===== config.mk =====
export PLATFORM = sky130hd
export DESIGN_NAME = mbd_ctrl
export DESIGN_NICKNAME = d
export VERILOG_FILES = /design/src/sv/mbd_pkg.sv /design/src/sv/mbd_ctrl.sv
export SDC_FILE = /design/constraint.sdc
export NUM_CORES = 1
export LEC_CHECK = 0
export ABC_AREA = 1
export BUFFER_PORTS_ARGS = -buffer_cell sky130_fd_sc_hd__buf_2
export CAP_MARGIN = 30
export CORE_AREA = 2 2 39 41
export CTS_BUF_LIST = sky130_fd_sc_hd__clkbuf_16
export DETAILED_ROUTE_END_ITERATION = 8
export DIE_AREA = 0 0 41 43
export PLACE_DENSITY = 0.54
export SYNTH_ARGS = -nofsm -noshare
export SYNTH_HDL_FRONTEND = slang
export SYNTH_SLANG_ARGS = --single-unit

===== constraint.sdc =====
create_clock -name clk -period 1.3 [get_ports clk]
set_input_delay 0.065 -clock clk [delete_from_list [all_inputs] [get_ports clk]]
set_output_delay 0.065 -clock clk [all_outputs]
set_load 0.01 [all_outputs]

===== src/sv/mbd_pkg.sv =====
// Package for the Moran birth-death grid step block: payload structs,
// controller states and the controller-to-datapath command struct. No dependencies.
`timescale 1ns / 1ps
`default_nettype none
package mbd_pkg;

  typedef struct packed {
    logic        req_type;
    logic [15:0] coin;
    logic [15:0] pick;
    logic [1:0]  direction;
  } req_t;

  typedef struct packed {
    logic [1:0] status;
    logic [8:0] mutant_count;
    logic [7:0] last_converted;
  } rsp_t;

  localparam logic [1:0] STATUS_RUNNING  = 2'd0;
  localparam logic [1:0] STATUS_FIXATION = 2'd1;
  localparam logic [1:0] STATUS_EXTINCT  = 2'd2;

  localparam logic [1:0] DIR_UP    = 2'd0;
  localparam logic [1:0] DIR_DOWN  = 2'd1;
  localparam logic [1:0] DIR_LEFT  = 2'd2;
  localparam logic [1:0] DIR_RIGHT = 2'd3;

  localparam logic [1:0] REG_FITNESS = 2'd0;
  localparam logic [1:0] REG_ALWAYS  = 2'd1;
  localparam logic [1:0] REG_START   = 2'd2;

  typedef enum logic [3:0] {
    ST_IDLE,
    ST_INIT,
    ST_MUL,
    ST_CMP,
    ST_PICK,
    ST_READ_B,
    ST_READ_D,
    ST_READ_LAST,
    ST_WRITE_A,
    ST_WRITE_B,
    ST_DONE
  } state_t;

  typedef struct packed {
    logic load;
    logic init_step;
    logic mul;
    logic cmp;
    logic pick;
    logic read_b;
    logic read_d;
    logic read_last;
    logic write_a;
    logic write_b;
    logic finish;
  } cmd_t;

  typedef struct packed {
    logic init_last;
    logic running;
    logic is_start;
  } sts_t;

endpackage
`default_nettype wire


===== src/sv/mbd_ctrl.sv =====
// Controller state machine for the Moran birth-death grid step block.
// Depends on mbd_pkg for the state enum and command and status structs.
`timescale 1ns / 1ps
`default_nettype none
module mbd_ctrl (
  input  wire logic          clk,
  input  wire logic          rst,
  input  wire logic          start,
  output logic               busy,
  input  wire mbd_pkg::sts_t sts,
  output mbd_pkg::cmd_t      cmd
);

  mbd_pkg::state_t state, state_next;

  always_ff @(posedge clk) begin
    if (rst) begin
      state <= mbd_pkg::ST_IDLE;
    end else begin
      state <= state_next;
    end
  end

  always_comb begin
    state_next = state;
    cmd = '0;
    busy = 1'b1;
    case (state)
      mbd_pkg::ST_IDLE: begin
        busy = 1'b0;
        if (start) begin
          cmd.load = 1'b1;
          state_next = mbd_pkg::ST_MUL;
        end
      end
      mbd_pkg::ST_MUL: begin
        if (sts.is_start) begin
          state_next = mbd_pkg::ST_INIT;
        end else if (!sts.running) begin
          state_next = mbd_pkg::ST_DONE;
        end else begin
          cmd.mul = 1'b1;
          state_next = mbd_pkg::ST_CMP;
        end
      end
      mbd_pkg::ST_INIT: begin
        cmd.init_step = 1'b1;
        if (sts.init_last) begin
          state_next = mbd_pkg::ST_DONE;
        end
      end
      mbd_pkg::ST_CMP: begin
        cmd.cmp = 1'b1;
        state_next = mbd_pkg::ST_PICK;
      end
      mbd_pkg::ST_PICK: begin
        cmd.pick = 1'b1;
        state_next = mbd_pkg::ST_READ_B;
      end
      mbd_pkg::ST_READ_B: begin
        cmd.read_b = 1'b1;
        state_next = mbd_pkg::ST_READ_D;
      end
      mbd_pkg::ST_READ_D: begin
        cmd.read_d = 1'b1;
        state_next = mbd_pkg::ST_READ_LAST;
      end
      mbd_pkg::ST_READ_LAST: begin
        cmd.read_last = 1'b1;
        state_next = mbd_pkg::ST_WRITE_A;
      end
      mbd_pkg::ST_WRITE_A: begin
        cmd.write_a = 1'b1;
        state_next = mbd_pkg::ST_WRITE_B;
      end
      mbd_pkg::ST_WRITE_B: begin
        cmd.write_b = 1'b1;
        state_next = mbd_pkg::ST_DONE;
      end
      mbd_pkg::ST_DONE: begin
        cmd.finish = 1'b1;
        state_next = mbd_pkg::ST_IDLE;
      end
      default: begin
        state_next = mbd_pkg::ST_IDLE;
      end
    endcase
  end

endmodule
`default_nettype wire


==> results.yml, run 1 <==
run_status:
  outcome: "finished, final reports clean"
detailed_routing:
  dr_total_vias: 420
  drt-pass1-iter-count: 3
  routed_wl_um: 851
  via_per_inst: 4.29
  wl_per_cell_um: 8.68
  drt_iter0_drc: 2
  drc: 0
  ant_nets: 0
sta:
  fmax_ghz: 0.823
  maxSlewViolCount: 0
  setup_viol: 0
  period_share: 0.935
  skew_ns: 0.000462
  rsz0062_at_grt: "true"
  relSlewSlack: 0.848
  period_minus_slack_ns: 1.22
  fin_ws_ns: 0.0848
  hold_violations: 0
  worstMarginPinSlew_ns: 0.227
global_route:
  grt_util_met2: 0.191
  top_usage_layer: "met2"
  met1_usage: 0.152
  grt_util_all_layers: 0.127
  first_global_vias: 399
  grt_max_degree: 8
  antenna_found_initial: 0
  use_met3: 0.0314
  grt_pass1_wl_um: 1500
  grt_overflow_total: 0
floorplan:
  fp.dieH_um: 43
  die_w_um: 41
  core_um2: 1380
  start_util: 0.254
  die-area_um2: 1760
  rows: 14
  io_pins: 18
synthesis:
  syn_inst: 62
  ys_seq_area_frac: 0.228
  yosys_warnings: 0
  syn_area_um2: 352
  synth_fp_nets: 68
  syn_avg_cell_area_um2: 5.67
  ys_types: 13
  ys_ff_latch: 4
hold_path:
  hold_end: "state[3]$_SDFFE_PP0P_"
  min_from: "rst"
  hp-class: "input pin to flip-flop"
  hold_depth: 2
pwr:
  power.leakage_nw: 0.320
  comb_power_share: 0.450
  clkPwrFrac: 0.371
  power_frac_seq: 0.179
  power.switching_w: 0.000497
  ir_drop_mv: 0.791
  total_power_w: 0.00127
  power_switching_share: 0.391
  p_int_w: 0.000774
  p_per_area_nw_per_um2: 2360
clock_tree:
  clockBufferDepth: 2
  cts.sinks: 4
  cts_tree: "built"
  cts.repair.resized: 0
  path_clk_slew_ns: 0.03
  cts_setup_buffers: 0
  cts_made_buffers: 3
  cts_hold_buffers: 0
  cts_root_buf: "clkbuf_16"
  h-tree-depth: 1
  insertion_delay_ns: 0.22
worst_setup_path:
  cpPeakStageDelay_ns: 0.38
  crit_path_cell_trace: "inv_2 > nand2_1 > inv_1 > nand2_1 > inv_1 > buf_2"
  r2r-start: "state[3]$_SDFFE_PP0P_"
  reg2reg_to: "state[0]$_SDFFE_PP0P_"
  worst_setup_path_end_kind: "primary output"
  rrSetupSlack_ns: 0.26
  required_ns: 1.24
  worstPathArrival_ns: 1.15
  r2r_cells: 7
  critPathKind: "flip-flop to primary output"
  cp_max_fo: 6
  startpoint_type: "flip-flop"
  slowest_stage: "dfxtp_1"
cells_and_area:
  drive_gt1_frac: 0.439
  largest_reg_flops: 4
  top_register: "state"
  reg_top3: "state: 4 flops"
  area_delta_synth_final_pct: 53.0
  utilization: 0.389
  num_antenna_cells: 0
  final_area_um2: 538
  nets: 90
placed_design:
  place_ws_ns: 0.206
  dp_hpwl_um: 718
  placed_area_um2: 457
  gp_congestion: 0.725
  io_buffers: 17
run:
  maxCapViolCount: 0
[cells by family (layout without fill, tap and decap cells)]
kind of cell | Yosys count | count (layout) | share of synthesized area
simple gates | 41 | 41 | 0.569
flops | 4 | 4 | 0.228
buf+inv | 15 | 35 | 0.160
compound gates | 2 | 2 | 0.0427
[power groups by stage]
stage	combinational, W	clock [W]	sequential [W]
floorplan	0.000429	0	0.000210
global placement	0.000578	0	0.000220
detailed placement	0.000568	0	0.000219
CTS	0.000571	0.000480	0.000218
global route	0.000662	0.000490	0.000233
finish	0.000572	0.000472	0.000227
[how the worst max path moves through the flow]
| stage | from | endpoint | slack, ns |
|---|---|---|---|
| floorplan | state[0]$_SDFFE_PP0P_ | state[1]$_SDFFE_PP0P_ | 0.27 |
| global placement | state[0]$_SDFFE_PP0P_ | state[1]$_SDFFE_PP0P_ | 0.19 |
| detailed placement | state[0]$_SDFFE_PP0P_ | state[1]$_SDFFE_PP0P_ | 0.21 |
| CTS | state[0]$_SDFFE_PP0P_ | cmd[3] | 0.06 |
| global route | state[2]$_SDFFE_PP0P_ | cmd[8] | -0.01 |
| finish | state[3]$_SDFFE_PP0P_ | cmd[3] | 0.08 |
[cell usage in the layout, fill, tap and decap left out, types with 3 or more instances in the layout]
cell       Yosys  routed
clkbuf_16      0       3
nand2_2        5       5
nor2_1        14      14
dfxtp_1        4       3
nand2_1        8       8
nor2_2         4       3
buf_2          0      17
inv_2          5       5
inv_1          9       9
nand3_1        7       7
[final cells by class]
class,count,area [µm²]
multi-input combinational,43,220
inverter,15,56.3
timing repair buffer,17,85.1
tap,16,20.0
fill,160,846
sequential,4,81.3
clock buffer,3,75.1
[synthesized netlist by cell type (all sizes together)]
library cell   n  share of area
nor2          19           0.25
dfxtp          4           0.23
clkinv         1          0.011
nand3b         2          0.043
inv           14           0.15
o21a           1          0.021
o211ai         1          0.021
nand3          7           0.10
nand2         13           0.17
[critical path, delay by kind of cell, from the launching register on]
kind / cells / cell delay, ns
and+or+nand+nor: 2 / 0.24
DFF: 1 / 0.38
buffers and inverters: 4 / 0.31
[per-stage QoR]
stage                     instances  hold slack [ns]  TNS (ns)
final                            98           0.0314         0
after detailed placement         95            0.262         0
after floorplan                  62            0.137         0
after CTS                        98           0.0300         0
after global placement           95            0.262         0
after global routing             98           0.0504   -0.0100
[routing by layer]
metal	part of all wire	wire length, µm
met2	0.48	410
met1	0.42	360
met5	0	0
met4	0.025	21
met3	0.069	59
Note: power is estimated with default switching activity, not from simulation.
==> inputs of run 2 (changes only) <==
- ABC_AREA: 1 -> not set
- PLACE_DENSITY: 0.54 -> 0.56
==> results.yml, run 2 <==
run_status:
  outcome: "finished, final reports clean"
synthesis:
  yosys.area_share.simple: 0.490
  syn_avg_cell_area_um2: 7.27
  yosys_warnings: 0
  synth-async-reset-ratio: 0
  synthMuxAreaShare: 0.0265
  synth_top_area_share: 0.212
  ys_types: 25
  synth_top_area_cell: "dfxtp_1"
  syn_area_um2: 378
  yosysMostFrequentCell: "nor2_1"
  synth_area_leaders: "dfxtp_1 21%, nor3_1 6.6%, nor2_1 6.0%"
  synth_top_flop_cell: "dfxtp_1"
  synth_fp_nets: 58
  synth-edff-count: 0
  ys_seq_area_frac: 0.212
  synth_compound_area_frac: 0.195
  synthAdderAreaFrac: 0
  synth-xor-area-share: 0.0232
  synth_commonest_cells: "6 x nor2_1, 5 x nor3_1"
  synth_top_family_by_area: "simple AND/OR/NAND/NOR gates"
  syn_inst: 52
  ys_ff_latch: 4
clock_tree:
  cts_made_buffers: 3
  path_clk_slew_ns: 0.03
  cts.sinks: 4
  insertion_delay_ns: 0.23
  h-tree-depth: 1
  clockBufferDepth: 2
  cts_tree: "built"
  cts_root_buf: "clkbuf_16"
floorplan:
  die-area_um2: 1760
  fp.dieH_um: 43
  die_w_um: 41
  io_pins: 18
  core_um2: 1380
  start_util: 0.273
  rows: 14
global_route:
  antenna_found_initial: 0
  grt_overflow_total: 0
  first_global_vias: 387
  use_met3: 0.0471
  grt_pass1_wl_um: 1620
  grt_util_met2: 0.203
  grt_max_degree: 13
  met1_usage: 0.167
  grt_util_all_layers: 0.145
  top_usage_layer: "met2"
worst_setup_path:
  slowest_stage: "dfxtp_2"
  worst_setup_path_end_kind: "primary output"
  startpoint_type: "flip-flop"
  cpPeakStageDelay_ns: 0.37
  required_ns: 1.24
  worstPathArrival_ns: 1.21
  cp_max_fo: 6
  crit_path_cell_trace: "or2b_1 > nor3b_2 > buf_2"
  critPathKind: "flip-flop to primary output"
  critical-path-top-delay-family: "simple AND/OR/NAND/NOR gates"
  crit_buf_inv: 1
cells_and_area:
  drive_gt1_frac: 0.459
  num_antenna_cells: 0
  largest_reg_flops: 4
  final_cells: 90
  nets: 82
  top_register: "state"
  reg_top3: "state: 4 flops"
  area_delta_synth_final_pct: 61.3
  most-common-layout-cells: "17 x buf_2, 5 x nor3_1, 5 x nor2_1, 5 x buf_4"
  mostFrequentLayoutCell: "buf_2"
placed_design:
  io_buffers: 17
  dp_hpwl_um: 815
  gp_congestion: 0.768
  place_inst: 87
detailed_routing:
  dr_total_vias: 458
  drt_iter0_drc: 2
  drt-pass1-iter-count: 3
  drc: 0
  ant_nets: 0
  wl_per_cell_um: 12.1
  via_per_inst: 5.09
  routed_wl_um: 1090
sta:
  fmax_ghz: 0.785
  setup_viol: 0
  worstMarginPinSlew_ns: 0.232
  maxSlewViolCount: 0
  skew_ns: 0.00154
  relSlewSlack: 0.845
  period_share: 0.980
  hold_violations: 0
  period_minus_slack_ns: 1.27
pwr:
  total_power_w: 0.00147
  p_per_area_nw_per_um2: 2410
  ir_drop_mv: 1.10
  power.leakage_nw: 0.301
hold_path:
  hp-class: "input pin to flip-flop"
run:
  maxCapViolCount: 0
-- run 2: final timing paths --
kind | startpoint | endpoint | slack, ns | depth (start not counted)
worst min register to register | state[3]$_SDFFE_PP0P_ | state[2]$_SDFFE_PP0P_ | 0.51 | 1
worst min-delay path | rst | state[2]$_SDFFE_PP0P_ | 0.04 | 2
worst max register to register | state[2]$_SDFFE_PP0P_ | state[0]$_SDFFE_PP0P_ | 0.14 | 4
worst max-delay path | state[0]$_SDFFE_PP0P_ | cmd[7] | 0.03 | 3
-- run 2: cells by family (layout without fill, tap and decap cells) --
kind of cell	after synthesis	in the layout
DFF	4	4
buffers and inverters	4	26
muxes	1	1
xor gates and xnor gates	1	1
and+or+nand+nor	31	31
AOI/OAI and AO/OA	11	11
-- run 2: what timing repair did --
item,CTS,global route
pin swaps,0,0
setup buffers,0,0
hold buffers,0,0
gates resized for setup,6,3
setup endpoints to repair,8,5
-- run 2: through the flow --
step / cell area (µm²) / utilization / worst slack, ns / setup TNS [ns] / hold WS, ns
after floorplan: 378 / - / 0.249 / 0 / 0.142
after global placement: 508 / 0.367 / 0.0589 / 0 / 0.288
after detailed placement: 508 / 0.367 / 0.0434 / 0 / 0.277
after CTS: 596 / 0.430 / 0.0189 / 0 / 0.0395
after global routing: 609 / 0.440 / -0.0381 / -0.0381 / 0.0577
final: 609 / 0.440 / 0.0265 / 0 / 0.0388
-- run 2: cell type report --
type | count | area (µm²)
repair buffers | 23 | 134
flip-flops and latches | 4 | 85.1
multi-input cells | 44 | 295
fillers | 150 | 774
well taps | 16 | 20.0
clock buffers | 3 | 75.1
-- run 2: power by group --
group          total (W)  switching, W  internal (W)
registers       0.000287      0.000105      0.000182
logic           0.000701      0.000352      0.000350
clock network   0.000481     0.0000884      0.000393
-- run 2: metal layers --
metal  vias to the layer above  part of all wire
met2                        15              0.44
met1                       207              0.45
met5                         -                 0
met4                         0             0.039
li1                        231                 -
met3                         5             0.072
==> inputs of run 3 (changes only) <==
- HOLD_SLACK_MARGIN: not set -> 0.12
==> results.yml, run 3 (synthesis gave the netlist of run 2 again) <==
run_status:
  outcome: "finished, final reports clean"
detailed_routing:
  ant_nets: 0
  dr_total_vias: 460
  wl_per_cell_um: 12.0
  drt-pass1-iter-count: 3
  drc: 0
  via_per_inst: 5.05
  routed_wl_um: 1090
  drt_iter0_drc: 2
clock_tree:
  cts_tree: "built"
  clockBufferDepth: 2
  cts_made_buffers: 3
  cts_setup_buffers: 0
  h-tree-depth: 1
  cts_root_buf: "clkbuf_16"
  insertion_delay_ns: 0.23
  cts.sinks: 4
  path_clk_slew_ns: 0.03
placed_design:
  dp_hpwl_um: 815
  gp_congestion: 0.768
  placed_area_um2: 508
  io_buffers: 17
floorplan:
  core_um2: 1380
  rows: 14
  start_util: 0.273
  die-area_um2: 1760
  die_w_um: 41
  io_pins: 18
  fp.dieH_um: 43
cells_and_area:
  nets: 83
  num_antenna_cells: 0
  top_register: "state"
  drive_gt1_frac: 0.453
  mostFrequentLayoutCell: "buf_2"
  largest_reg_flops: 4
  reg_top3: "state: 4 flops"
  final_area_um2: 619
  area_delta_synth_final_pct: 63.9
  most-common-layout-cells: "17 x buf_2, 5 x nor3_1, 5 x nor2_1, 5 x buf_4"
worst_setup_path:
  startpoint_type: "flip-flop"
  critPathKind: "flip-flop to primary output"
  required_ns: 1.24
  worst_setup_path_end_kind: "primary output"
  worstPathArrival_ns: 1.21
  cp_max_fo: 6
sta:
  period_minus_slack_ns: 1.27
  setup_viol: 0
  fmax_ghz: 0.785
  period_share: 0.980
  relSlewSlack: 0.845
  skew_ns: 0.00154
  hold_violations: 0
  worstMarginPinSlew_ns: 0.232
  hold-worst-slack_ns: 0.148
  maxSlewViolCount: 0
run:
  maxCapViolCount: 0
global_route:
  top_usage_layer: "met2"
  grt_util_all_layers: 0.145
  grt_overflow_total: 0
  grt_pass1_wl_um: 1620
  grt_util_met2: 0.203
  use_met3: 0.0471
  antenna_found_initial: 0
  met1_usage: 0.167
  first_global_vias: 387
  grt_max_degree: 13
pwr:
  p_per_area_nw_per_um2: 2380
  power.leakage_nw: 0.305
  ir_drop_mv: 1.10
hold_path:
  hp-class: "input pin to flip-flop"
==> run 3: cell count changes in the layout (fill, tap and decap cells not counted) <==
| cell | previous run | this run |
|---|---|---|
| dlygate4sd3_1 | 0 | 1 |
==> run 3: per-stage QoR <==
| step | cells | total power [W] | setup TNS [ns] | util | worst slack [ns] |
|---|---|---|---|---|---|
| 3_5_place_dp | 87 | 0.000924 | 0 | 0.367 | 0.0434 |
| 4_1_cts | 91 | 0.00145 | 0 | 0.438 | 0.0189 |
| 2_1_floorplan | 52 | 0.000678 | 0 | - | 0.249 |
| 5_1_grt | 91 | 0.00156 | -0.0381 | 0.448 | -0.0381 |
| 6_report | 91 | 0.00147 | 0 | 0.448 | 0.0265 |
| 3_3_place_gp | 87 | 0.000916 | 0 | 0.367 | 0.0589 |
==> run 3: routing by layer <==
layer / vias to the layer above / part of all wire
li1: 233 / -
met5: - / 0
met3: 5 / 0.071
met2: 15 / 0.44
met1: 207 / 0.45
met4: 0 / 0.038
==> run 3: final timing paths <==
path | start | to | slack (ns) | cells after the start
setup / recovery | state[0]$_SDFFE_PP0P_ | cmd[7] | 0.03 | 3
hold reg to reg | state[3]$_SDFFE_PP0P_ | state[2]$_SDFFE_PP0P_ | 0.51 | 1
setup reg to reg | state[2]$_SDFFE_PP0P_ | state[0]$_SDFFE_PP0P_ | 0.14 | 4
hold / removal | sts[2] | state[0]$_SDFFE_PP0P_ | 0.15 | 4
==> run 3: worst max-delay path, cell delays in order, from the launching register on <==
cell and delay [ns]:
dfxtp_2 0.37, or2b_1 0.28, nor3b_2 0.18, buf_2 0.15
==> run 3: area by class of cell <==
| cell class | count | area [µm²] |
|---|---|---|
| Fill cell | 149 | 764 |
| Timing Repair Buffer | 24 | 144 |
| Tap cell | 16 | 20.0 |
| Clock buffer | 3 | 75.1 |
| Multi-Input combinational cell | 44 | 295 |
| Sequential cell | 4 | 85.1 |
==> run 3: repair_timing <==
item	4_1_cts	5_1_grt
endpoints found under the setup margin	8	5
endpoints found under the hold margin	2	0
gates resized for setup	6	3
gates cloned	0	0
hold buffers	1	0
==> run 3: power breakdown <==
group          leakage (nW)  switching, W  total, W  internal, W
sequential           0.0344      0.000105  0.000287     0.000182
clock                0.0370     0.0000884  0.000481     0.000393
combinational         0.234      0.000352  0.000704     0.000352
